`src/rtl/core/hds_pkg.sv`:
```
// Shared constants and types for the 2D heat diffusion stencil.
package hds_pkg;

   localparam int MAX_WIDTH   = 1024;
   localparam int SAMPLE_BITS = 32;

   localparam int COL_BITS        = $clog2(MAX_WIDTH);
   localparam int WIDTH_BITS      = COL_BITS + 1;
   localparam int GRID_WIDTH_BITS = 11;
   localparam int HEIGHT_BITS     = 16;
   localparam int COEF_BITS       = 16;
   localparam int CSR_DATA_BITS   = 16;
   localparam int CSR_INDEX_BITS  = 2;

   localparam int FRAC_BITS = 16;
   localparam int ONE_Q16   = 1 << FRAC_BITS;
   localparam int CC_BITS   = COEF_BITS + 3;
   localparam int SUM_BITS  = SAMPLE_BITS + 1;
   localparam int ACC_BITS  = SAMPLE_BITS + 20;
   localparam int RND_BITS  = ACC_BITS - FRAC_BITS;

   localparam logic [GRID_WIDTH_BITS-1:0] GRID_WIDTH_RESET  = GRID_WIDTH_BITS'(64);
   localparam logic [HEIGHT_BITS-1:0]     GRID_HEIGHT_RESET = HEIGHT_BITS'(64);
   localparam logic [COEF_BITS-1:0]       COEF_X_RESET      = COEF_BITS'(8192);
   localparam logic [COEF_BITS-1:0]       COEF_Y_RESET      = COEF_BITS'(8192);

   typedef enum logic [CSR_INDEX_BITS-1:0] {
      CSR_GRID_WIDTH  = 2'd0,
      CSR_GRID_HEIGHT = 2'd1,
      CSR_COEF_X      = 2'd2,
      CSR_COEF_Y      = 2'd3
   } csr_index_type;

   typedef struct packed {
      logic [GRID_WIDTH_BITS-1:0] grid_width;
      logic [HEIGHT_BITS-1:0]     grid_height;
      logic [COEF_BITS-1:0]       coef_x;
      logic [COEF_BITS-1:0]       coef_y;
   } cfg_type;

   typedef struct packed {
      logic [COL_BITS-1:0]    col;
      logic [HEIGHT_BITS-1:0] row;
      logic                   last;
   } meta_type;

   typedef struct packed {
      logic signed [SAMPLE_BITS-1:0] bottom;
      logic signed [SAMPLE_BITS-1:0] centre;
      logic signed [SAMPLE_BITS-1:0] top;
      logic signed [SAMPLE_BITS-1:0] left;
      logic signed [SAMPLE_BITS-1:0] right;
      meta_type                      meta;
   } window_type;

endpackage

```
`src/rtl/core/hds_stencil.sv`:
```
// Stencil arithmetic: neighbor sums, products, accumulate, round and saturate.
module hds_stencil
   import hds_pkg::*;
(
   input  logic                          clock,
   input  logic                          reset,
   input  cfg_type                       cfg,
   input  logic                          win_valid,
   output logic                          win_ready,
   input  window_type                    win,
   output logic                          rsp_valid,
   input  logic                          rsp_ready,
   output logic signed [SAMPLE_BITS-1:0] rsp_new_value,
   output logic [COL_BITS-1:0]           rsp_cell_col,
   output logic [HEIGHT_BITS-1:0]        rsp_cell_row,
   output logic                          rsp_last_cell
);

   localparam int PC_BITS = CC_BITS + SAMPLE_BITS;
   localparam int PS_BITS = COEF_BITS + 1 + SUM_BITS;
   localparam logic signed [RND_BITS-1:0] SAT_HI =
      RND_BITS'((64'd1 << (SAMPLE_BITS - 1)) - 64'd1);
   localparam logic signed [RND_BITS-1:0] SAT_LO = ~SAT_HI;

   logic signed [CC_BITS-1:0] coef_c;
   logic signed [COEF_BITS:0] coef_xs, coef_ys;

   logic ready_a, ready_m, ready_s, ready_o;

   // Stage A: neighbor sums
   logic                          a_valid_ff, a_valid_in;
   logic signed [SUM_BITS-1:0]    a_sum_x_ff, a_sum_x_in, a_sum_y_ff, a_sum_y_in;
   logic signed [SAMPLE_BITS-1:0] a_centre_ff;
   meta_type                      a_meta_ff;

   // Stage M: products
   logic                      m_valid_ff, m_valid_in;
   logic signed [PC_BITS-1:0] m_prod_c_ff, m_prod_c_in;
   logic signed [PS_BITS-1:0] m_prod_x_ff, m_prod_x_in, m_prod_y_ff, m_prod_y_in;
   meta_type                  m_meta_ff;

   // Stage S: accumulate
   logic                       s_valid_ff, s_valid_in;
   logic signed [ACC_BITS-1:0] s_acc_ff, s_acc_in;
   meta_type                   s_meta_ff;

   // Output register
   logic                          o_valid_ff, o_valid_in;
   logic signed [ACC_BITS-1:0]    rounded;
   logic signed [RND_BITS-1:0]    shifted;
   logic signed [SAMPLE_BITS-1:0] o_value_ff, o_value_in;
   meta_type                      o_meta_ff;

   assign coef_c = CC_BITS'(ONE_Q16) - $signed({2'b00, cfg.coef_x, 1'b0})
                 - $signed({2'b00, cfg.coef_y, 1'b0});
   assign coef_xs = $signed({1'b0, cfg.coef_x});
   assign coef_ys = $signed({1'b0, cfg.coef_y});

   assign ready_o   = !o_valid_ff || rsp_ready;
   assign ready_s   = !s_valid_ff || ready_o;
   assign ready_m   = !m_valid_ff || ready_s;
   assign ready_a   = !a_valid_ff || ready_m;
   assign win_ready = ready_a;

   assign a_valid_in = ready_a ? win_valid : a_valid_ff;
   assign a_sum_x_in = SUM_BITS'(win.left) + SUM_BITS'(win.right);
   assign a_sum_y_in = SUM_BITS'(win.top) + SUM_BITS'(win.bottom);

   assign m_valid_in  = ready_m ? a_valid_ff : m_valid_ff;
   assign m_prod_c_in = coef_c * a_centre_ff;
   assign m_prod_x_in = coef_xs * a_sum_x_ff;
   assign m_prod_y_in = coef_ys * a_sum_y_ff;

   assign s_valid_in = ready_s ? m_valid_ff : s_valid_ff;
   assign s_acc_in   = ACC_BITS'(m_prod_c_ff) + ACC_BITS'(m_prod_x_ff)
                     + ACC_BITS'(m_prod_y_ff);

   // Round to nearest, ties up: add half an LSB then floor.
   assign o_valid_in = ready_o ? s_valid_ff : o_valid_ff;
   assign rounded    = s_acc_ff + ACC_BITS'(ONE_Q16 / 2);
   assign shifted    = rounded[ACC_BITS-1:FRAC_BITS];

   always_comb begin
      if (shifted > SAT_HI) begin
         o_value_in = SAT_HI[SAMPLE_BITS-1:0];
      end else if (shifted < SAT_LO) begin
         o_value_in = SAT_LO[SAMPLE_BITS-1:0];
      end else begin
         o_value_in = shifted[SAMPLE_BITS-1:0];
      end
   end

   always_ff @(posedge clock) begin
      if (reset) begin
         a_valid_ff <= 1'b0;
         m_valid_ff <= 1'b0;
         s_valid_ff <= 1'b0;
         o_valid_ff <= 1'b0;
      end else begin
         a_valid_ff <= a_valid_in;
         m_valid_ff <= m_valid_in;
         s_valid_ff <= s_valid_in;
         o_valid_ff <= o_valid_in;
      end
   end

   always_ff @(posedge clock) begin
      if (ready_a) begin
         a_sum_x_ff  <= a_sum_x_in;
         a_sum_y_ff  <= a_sum_y_in;
         a_centre_ff <= win.centre;
         a_meta_ff   <= win.meta;
      end
      if (ready_m) begin
         m_prod_c_ff <= m_prod_c_in;
         m_prod_x_ff <= m_prod_x_in;
         m_prod_y_ff <= m_prod_y_in;
         m_meta_ff   <= a_meta_ff;
      end
      if (ready_s) begin
         s_acc_ff  <= s_acc_in;
         s_meta_ff <= m_meta_ff;
      end
      if (ready_o) begin
         o_value_ff <= o_value_in;
         o_meta_ff  <= s_meta_ff;
      end
   end

   assign rsp_valid     = o_valid_ff;
   assign rsp_new_value = o_value_ff;
   assign rsp_cell_col  = o_meta_ff.col;
   assign rsp_cell_row  = o_meta_ff.row;
   assign rsp_last_cell = o_meta_ff.last;

endmodule
```
`config.mk`:
```
export PLATFORM = sky130hd
export DESIGN_NAME = hds_stencil
export DESIGN_NICKNAME = d
export VERILOG_FILES = /design/src/rtl/core/hds_pkg.sv /design/src/rtl/core/hds_stencil.sv
export SDC_FILE = /design/constraint.sdc
export NUM_CORES = 2
export LEC_CHECK = 0
export ABC_AREA = 1
export BUFFER_PORTS_ARGS = -buffer_cell sky130_fd_sc_hd__buf_2
export CAP_MARGIN = 20
export CORE_MARGIN = 1
export CORE_UTILIZATION = 55
export CTS_BUF_LIST = sky130_fd_sc_hd__clkbuf_16
export CTS_CLUSTER_SIZE = 12
export DETAILED_ROUTE_END_ITERATION = 8
export GPL_TIMING_DRIVEN = 0
export HOLD_SLACK_MARGIN = 0.15
export PLACE_DENSITY = 0.75
export SETUP_SLACK_MARGIN = 0.5
export SKIP_LAST_GASP = 1
export SLEW_MARGIN = 20
export SYNTH_ARGS = -nofsm -noshare
export SYNTH_HDL_FRONTEND = slang
export SYNTH_SLANG_ARGS = --single-unit
```
`constraint.sdc`:
```
create_clock -name clock -period 13.41 [get_ports clock]
set_input_delay 2.682 -clock clock [delete_from_list [all_inputs] [get_ports clock]]
set_output_delay 2.682 -clock clock [all_outputs]
set_load 0.01 [all_outputs]
```
== Word-level counts from Yosys, hierarchy flattened ==
Index checks and enable logic that the tools add are counted.

* $lt $le $gt $ge: 2
* $add $sub $neg: 7
* Reductions and logical operators: 8
* Muxes and demuxes: 1
* Multipliers: 3

{| class="wikitable"
|+ Operators by type and width
! cell !! number
|-
| 17-bit by 33-bit multiplier with 50-bit output || 2
|-
| 32-bit by 32-bit adder with 33-bit output || 2
|-
| 51-bit by 50-bit adder with 52-bit output || 1
|-
| 52-bit by 17-bit adder with 52-bit output, second input constant || 1
|-
| 52-bit by 50-bit adder with 52-bit output || 1
|-
| 19-bit by 32-bit multiplier with 51-bit output || 1
|-
| 36-bit by 32-bit greater-than comparator with 1-bit output, second input constant || 1
|-
| 36-bit by 32-bit less-than comparator with 1-bit output, second input constant || 1
|-
| 32-bit two-way mux || 1
|-
| 18-bit by 18-bit subtractor with 19-bit output || 1
|-
| 17-bit by 17-bit subtractor with 18-bit output, first input constant || 1
|-
| 1-bit logical NOT || 4
|-
| 1-bit logical OR || 4
|}

* Word-level logic and storage cells: 45
* Bits in registers: 445
* Input port bits: 250

== Longest topological paths before layout ==
* Depth in word-level cells: 5
* Depth in mapped cells: 46

== Worst setup path after synthesis ==
Ideal clock, no wire load.

* Path kind: in2out
* From: input port rsp_ready
* To: output port win_ready
* Arrival time: 8214 ps
* Cell stages on the path: 6
* Path slack: 2514 ps
* Cells stage by stage: nor2_1 -> inv_1 -> nor2_1 -> inv_1 -> nor2_1 -> nand2_1

* Word-level cells in the longest chain between the ends: 4

{| class="wikitable"
|+ Ends and longest elaborated chain
! item !! RTL line !! RTL
|-
| from (decl) || hds_stencil.sv:12 || <nowiki>input logic rsp_ready,</nowiki>
|-
| 1-bit logical OR || hds_stencil.sv:59 || <nowiki>assign ready_o = !o_valid_ff || rsp_ready;</nowiki>
|-
| named net ready_o || hds_stencil.sv:28 || <nowiki>logic ready_a, ready_m, ready_s, ready_o;</nowiki>
|-
| 1-bit logical OR || hds_stencil.sv:60 || <nowiki>assign ready_s = !s_valid_ff || ready_o;</nowiki>
|-
| named net ready_s || hds_stencil.sv:28 ||
|-
| 1-bit logical OR || hds_stencil.sv:61 || <nowiki>assign ready_m = !m_valid_ff || ready_s;</nowiki>
|-
| 1-bit logical OR || hds_stencil.sv:62 || <nowiki>assign ready_a = !a_valid_ff || ready_m;</nowiki>
|-
| to (decl) || hds_stencil.sv:9 || <nowiki>output logic win_ready,</nowiki>
|}

The timed path passes the listed nets, and every way through them passes these cells.

== Worst setup path in the final report ==
* From: input port cfg[16] (netlist bit)
* To: register m_prod_c_ff[39], data pin

* Word-level cells in the longest chain between the ends: 3

{| class="wikitable"
|+ Ends and longest elaborated chain
! item !! RTL line !! RTL
|-
| from (decl) || hds_stencil.sv:7 || <nowiki>input cfg_type cfg,</nowiki>
|-
| 17-bit by 17-bit subtractor with 18-bit output || hds_stencil.sv:54 || <nowiki>assign coef_c = CC_BITS'(ONE_Q16) - $signed({2'b00, cfg.coef_x, 1'b0})</nowiki>
|-
| 18-bit by 18-bit subtractor with 19-bit output || hds_stencil.sv:55 || <nowiki>- $signed({2'b00, cfg.coef_y, 1'b0});</nowiki>
|-
| 19-bit by 32-bit multiplier with 51-bit output || hds_stencil.sv:70 || <nowiki>assign m_prod_c_in = coef_c * a_centre_ff;</nowiki>
|-
| named net m_prod_c_in[39] || hds_stencil.sv:38 || <nowiki>logic signed [PC_BITS-1:0] m_prod_c_ff, m_prod_c_in;</nowiki>
|-
| to (signal assigned) || hds_stencil.sv:115 || <nowiki>m_prod_c_ff <= m_prod_c_in;</nowiki>
|-
| to (decl) || hds_stencil.sv:38 ||
|}

The timed path passes the listed nets, and every way through them passes these cells.
A chain may end at the register's enable or synchronous reset.

==> impl_summary.txt <==
----------------------------------------------------
[Critical path]
  Worst Setup Start Kind ... input pin
  Maximum single-stage delay on the critical path ... 0.59 ns
  Critical-path maximum fanout ... 10
  Kind of cell adding the most delay to the critical path ... adder cells
  Req. time, crit path ... 13.83 ns
  Cell type of the slowest stage on the worst timing path ... sky130_fd_sc_hd__clkbuf_1
  WP buf/inv ... 11
  Arrival time worst endpoint ... 12.95 ns
  Kind of critical path ... input pin to flop
  Critical path endpoint category ... flop

[Global route]
  Maximum number of pins on one net before global-route repair ... 112
  Initial antenna violation count ... 12
  Via count of the first global-routing pass ... 70100
  Global-route usage over all layers ... 0.352
  Global route overflow ... 0
  First-pass GRT wire length ... 405000 um

[Placement]
  Routability cong. ... 1.02
  Sum of net half-perimeters after detailed placement ... 229000 um
  Placed standard-cell area ... 87700 um2
  Count of input and output buffers ... 253

[Route]
  Drt wl/cell ... 20.9 um
  Antenna Nets Post-Route ... 0
  Overall via count from detail_route ... 67900
  Initial DRC Count ... 6535
  Post-route DRC ... 0
  Total Routed Length ... 263000 um
  Average via count per standard cell ... 5.40
  Number of iterations in the first detailed-routing pass ... 6

[Synthesis]
  Register area share after synthesis ... 0.153
  Cell types with the largest area share after synthesis ... sky130_fd_sc_hd__fa_1 (39%), sky130_fd_sc_hd__edfxtp_1 (15%), sky130_fd_sc_hd__inv_1 (12%)
  Ys async rst share ... 0
  Yosys top cell area share ... 0.385
  Number of enable flip-flop cells after synthesis ... 425
  Synth Instances ... 10200
  Area of the mapped netlist ... 83800 um2
  Count of state elements after synthesis ... 429
  Net Count, Synth ... 12600
  Number of different library cells in the post-synthesis netlist ... 43
  Total number of yosys warnings ... 0
  Synth Area per Inst ... 8.21 um2
  Synth Flop Type ... sky130_fd_sc_hd__edfxtp_1
  Cell accounting for the most synthesized area ... sky130_fd_sc_hd__fa_1

[Finish]
  Post-Route Utilization ... 0.595
  Total number of nets in the final design ... 12900
  Filler Cell Count ... 13700
  Growth of design area from synthesis to finish ... 6.91%
  Share of cells above drive strength 1 ... 0.0403
  Post-route standard cell area excluding fillers ... 89600 um2

[Timing]
  Total count of hold-check failures in the final report ... 0
  Final critical-path required period ... 12.53 ns
  Hold slack ... 0.416 ns
  Setup-violating endpoint count in the final report ... 0
  Final period utilization ... 0.934
  Pins over their slew limit ... 0
  Final Skew ... 0.0658 ns
  Unrepaired setup endpoints after global routing ... no
  Normalized max-slew margin ... 0.229
  Highest attainable clock frequency ... 79.8 MHz
  Pin slew with the least headroom to its limit ... 1.16 ns

[Die]
  Effective utilization at floorplan ... 0.557
  Die area ... 154000 um2
  Die width ... 392 um
  Height of the die ... 392 um
  Number of top-level pins ... 311
  Rows ... 142
  Area inside the core boundary ... 150000 um2

[Clock tree]
  Clock tree from TritonCTS ... yes
  Cells resized by post-CTS repair ... 0
  Total number of clock tree sinks ... 429
  Maximum clock path buffer count ... 3
  Clock slew at reported path FFs ... 0.06 ns
  TritonCTS buffer count ... 54
  Number of H-tree branching levels ... 2
  Clk Tree Root Cell ... sky130_fd_sc_hd__clkbuf_16
  Post-cts hold buffer count ... 0
  Clock latency at the later pin of the worst-skew pair ... 0.70 ns
  Number of setup buffers added after CTS ... 0

[Min path]
  Hold/Removal Path Class ... flop to flop

[Run]
  Max-cap check violation count ... 0

[Run status]
  Result of the run ... complete, no violations

----------------------------------------------------
worst paths after layout:
| kind | slack (ns) | startpoint | to | cells past startpoint |
|---|---|---|---|---|
| max reg2reg | 5.63 | a_centre_ff[14] | m_prod_c_ff[39] | 23 |
| max | 0.88 | cfg[16] | m_prod_c_ff[39] | 41 |
| min reg2reg | 0.42 | m_meta_ff[14] | s_meta_ff[14] | 0 |
| min | 0.42 | m_meta_ff[14] | s_meta_ff[14] | 0 |
stage by stage:
step	worst slack [ns]	std cells	setup TNS, ns
CTS	1.16	12600	0
detailed placement	0.468	12500	0
floorplan	2.51	10200	0
global route	0.511	12600	0
finish	0.880	12600	0
global placement	-0.636	12500	-0.636
sequential cells by signal, indices dropped and copies added (netlist names):
signal	cells
s_valid_ff	1
s_meta_ff	27
rsp_cell_col	10
rsp_cell_row	16
m_meta_ff	27
m_prod_x_ff	50
a_centre_ff	32
a_sum_y_ff	33
m_prod_c_ff	50
rsp_valid	1
rsp_last_cell	1
m_valid_ff	1
a_sum_x_ff	33
rsp_new_value	32
a_valid_ff	1
s_acc_ff	37
a_meta_ff	27
m_prod_y_ff	50
synthesized netlist by cell type (5+ instances only):
library cell                  n
sky130_fd_sc_hd__buf_2       29
sky130_fd_sc_hd__nor2_1     775
sky130_fd_sc_hd__nand2_1   2438
sky130_fd_sc_hd__or2_2       11
sky130_fd_sc_hd__nor4_1       9
sky130_fd_sc_hd__o211ai_1     5
sky130_fd_sc_hd__inv_1     2595
sky130_fd_sc_hd__ha_1       533
sky130_fd_sc_hd__buf_4        6
sky130_fd_sc_hd__xor2_1     149
sky130_fd_sc_hd__o21ai_1      6
sky130_fd_sc_hd__a21o_1      37
sky130_fd_sc_hd__a31oi_1     21
sky130_fd_sc_hd__a21oi_1    340
sky130_fd_sc_hd__fa_1      1612
sky130_fd_sc_hd__xnor2_1     74
sky130_fd_sc_hd__nand4_1     82
sky130_fd_sc_hd__buf_6       11
sky130_fd_sc_hd__nand3b_1    15
sky130_fd_sc_hd__nor3_1      58
sky130_fd_sc_hd__edfxtp_1   425
sky130_fd_sc_hd__o21a_1      20
sky130_fd_sc_hd__nand2_2      5
sky130_fd_sc_hd__nand3_1    326
sky130_fd_sc_hd__nor2_2       5
sky130_fd_sc_hd__o21bai_1    38
sky130_fd_sc_hd__o21ai_0    207
sky130_fd_sc_hd__a21boi_0    14
sky130_fd_sc_hd__clkbuf_1   316
sky130_fd_sc_hd__buf_1        6
sky130_fd_sc_hd__clkinv_1     5
routing by layer:
metal	routed length [um]	part of all wire	GRT usage
met5	171	0.00065	0.00415
met3	25300	0.097	0.0746
met4	11800	0.045	0.138
met2	117000	0.45	0.547
met1	108000	0.41	0.482
cell type report:
| class | count | area, um2 | share of cell area |
|---|---|---|---|
| inverter | 2601 | 9770 | 0.109 |
| buffer | 368 | 1520 | 0.0170 |
| clock buffer | 54 | 1350 | 0.0151 |
| antenna | 3 | 7.51 | 0.0000838 |
| multi-input combinational | 6805 | 59700 | 0.666 |
| tap | 2016 | 2520 | 0.0282 |
| timing repair buffer | 258 | 1400 | 0.0156 |
| clock inverter | 47 | 498 | 0.00556 |
| sequential | 429 | 12800 | 0.143 |
placed cells by master (no fill, tap or decap), types with 54 or more instances in the layout:
cell,synthesis,layout
sky130_fd_sc_hd__inv_1,2595,2605
sky130_fd_sc_hd__nand2_1,2438,2437
sky130_fd_sc_hd__fa_1,1612,1612
sky130_fd_sc_hd__nor2_1,775,775
sky130_fd_sc_hd__ha_1,533,533
sky130_fd_sc_hd__edfxtp_1,425,425
sky130_fd_sc_hd__a21oi_1,340,340
sky130_fd_sc_hd__nand3_1,326,326
sky130_fd_sc_hd__clkbuf_1,316,316
sky130_fd_sc_hd__buf_2,29,282
sky130_fd_sc_hd__o21ai_0,207,207
sky130_fd_sc_hd__xor2_1,149,149
sky130_fd_sc_hd__nand4_1,82,82
sky130_fd_sc_hd__xnor2_1,74,74
sky130_fd_sc_hd__nor3_1,58,58
sky130_fd_sc_hd__clkbuf_16,0,54
logic make-up after synthesis:
kind of cell             after synthesis  share of synthesized area
adder cells (fa/ha/maj)             2145                      0.465
buffers and inverters               2969                      0.135
XOR/XNOR                             223                     0.0233
flip-flops                           429                      0.153
AO/OA/AOI/OAI                        690                     0.0450
AND/OR/NAND/NOR                     3747                      0.179
Power is not shown: default switching activity piles up to over one toggle a cycle in this logic, so the estimate is an artifact.
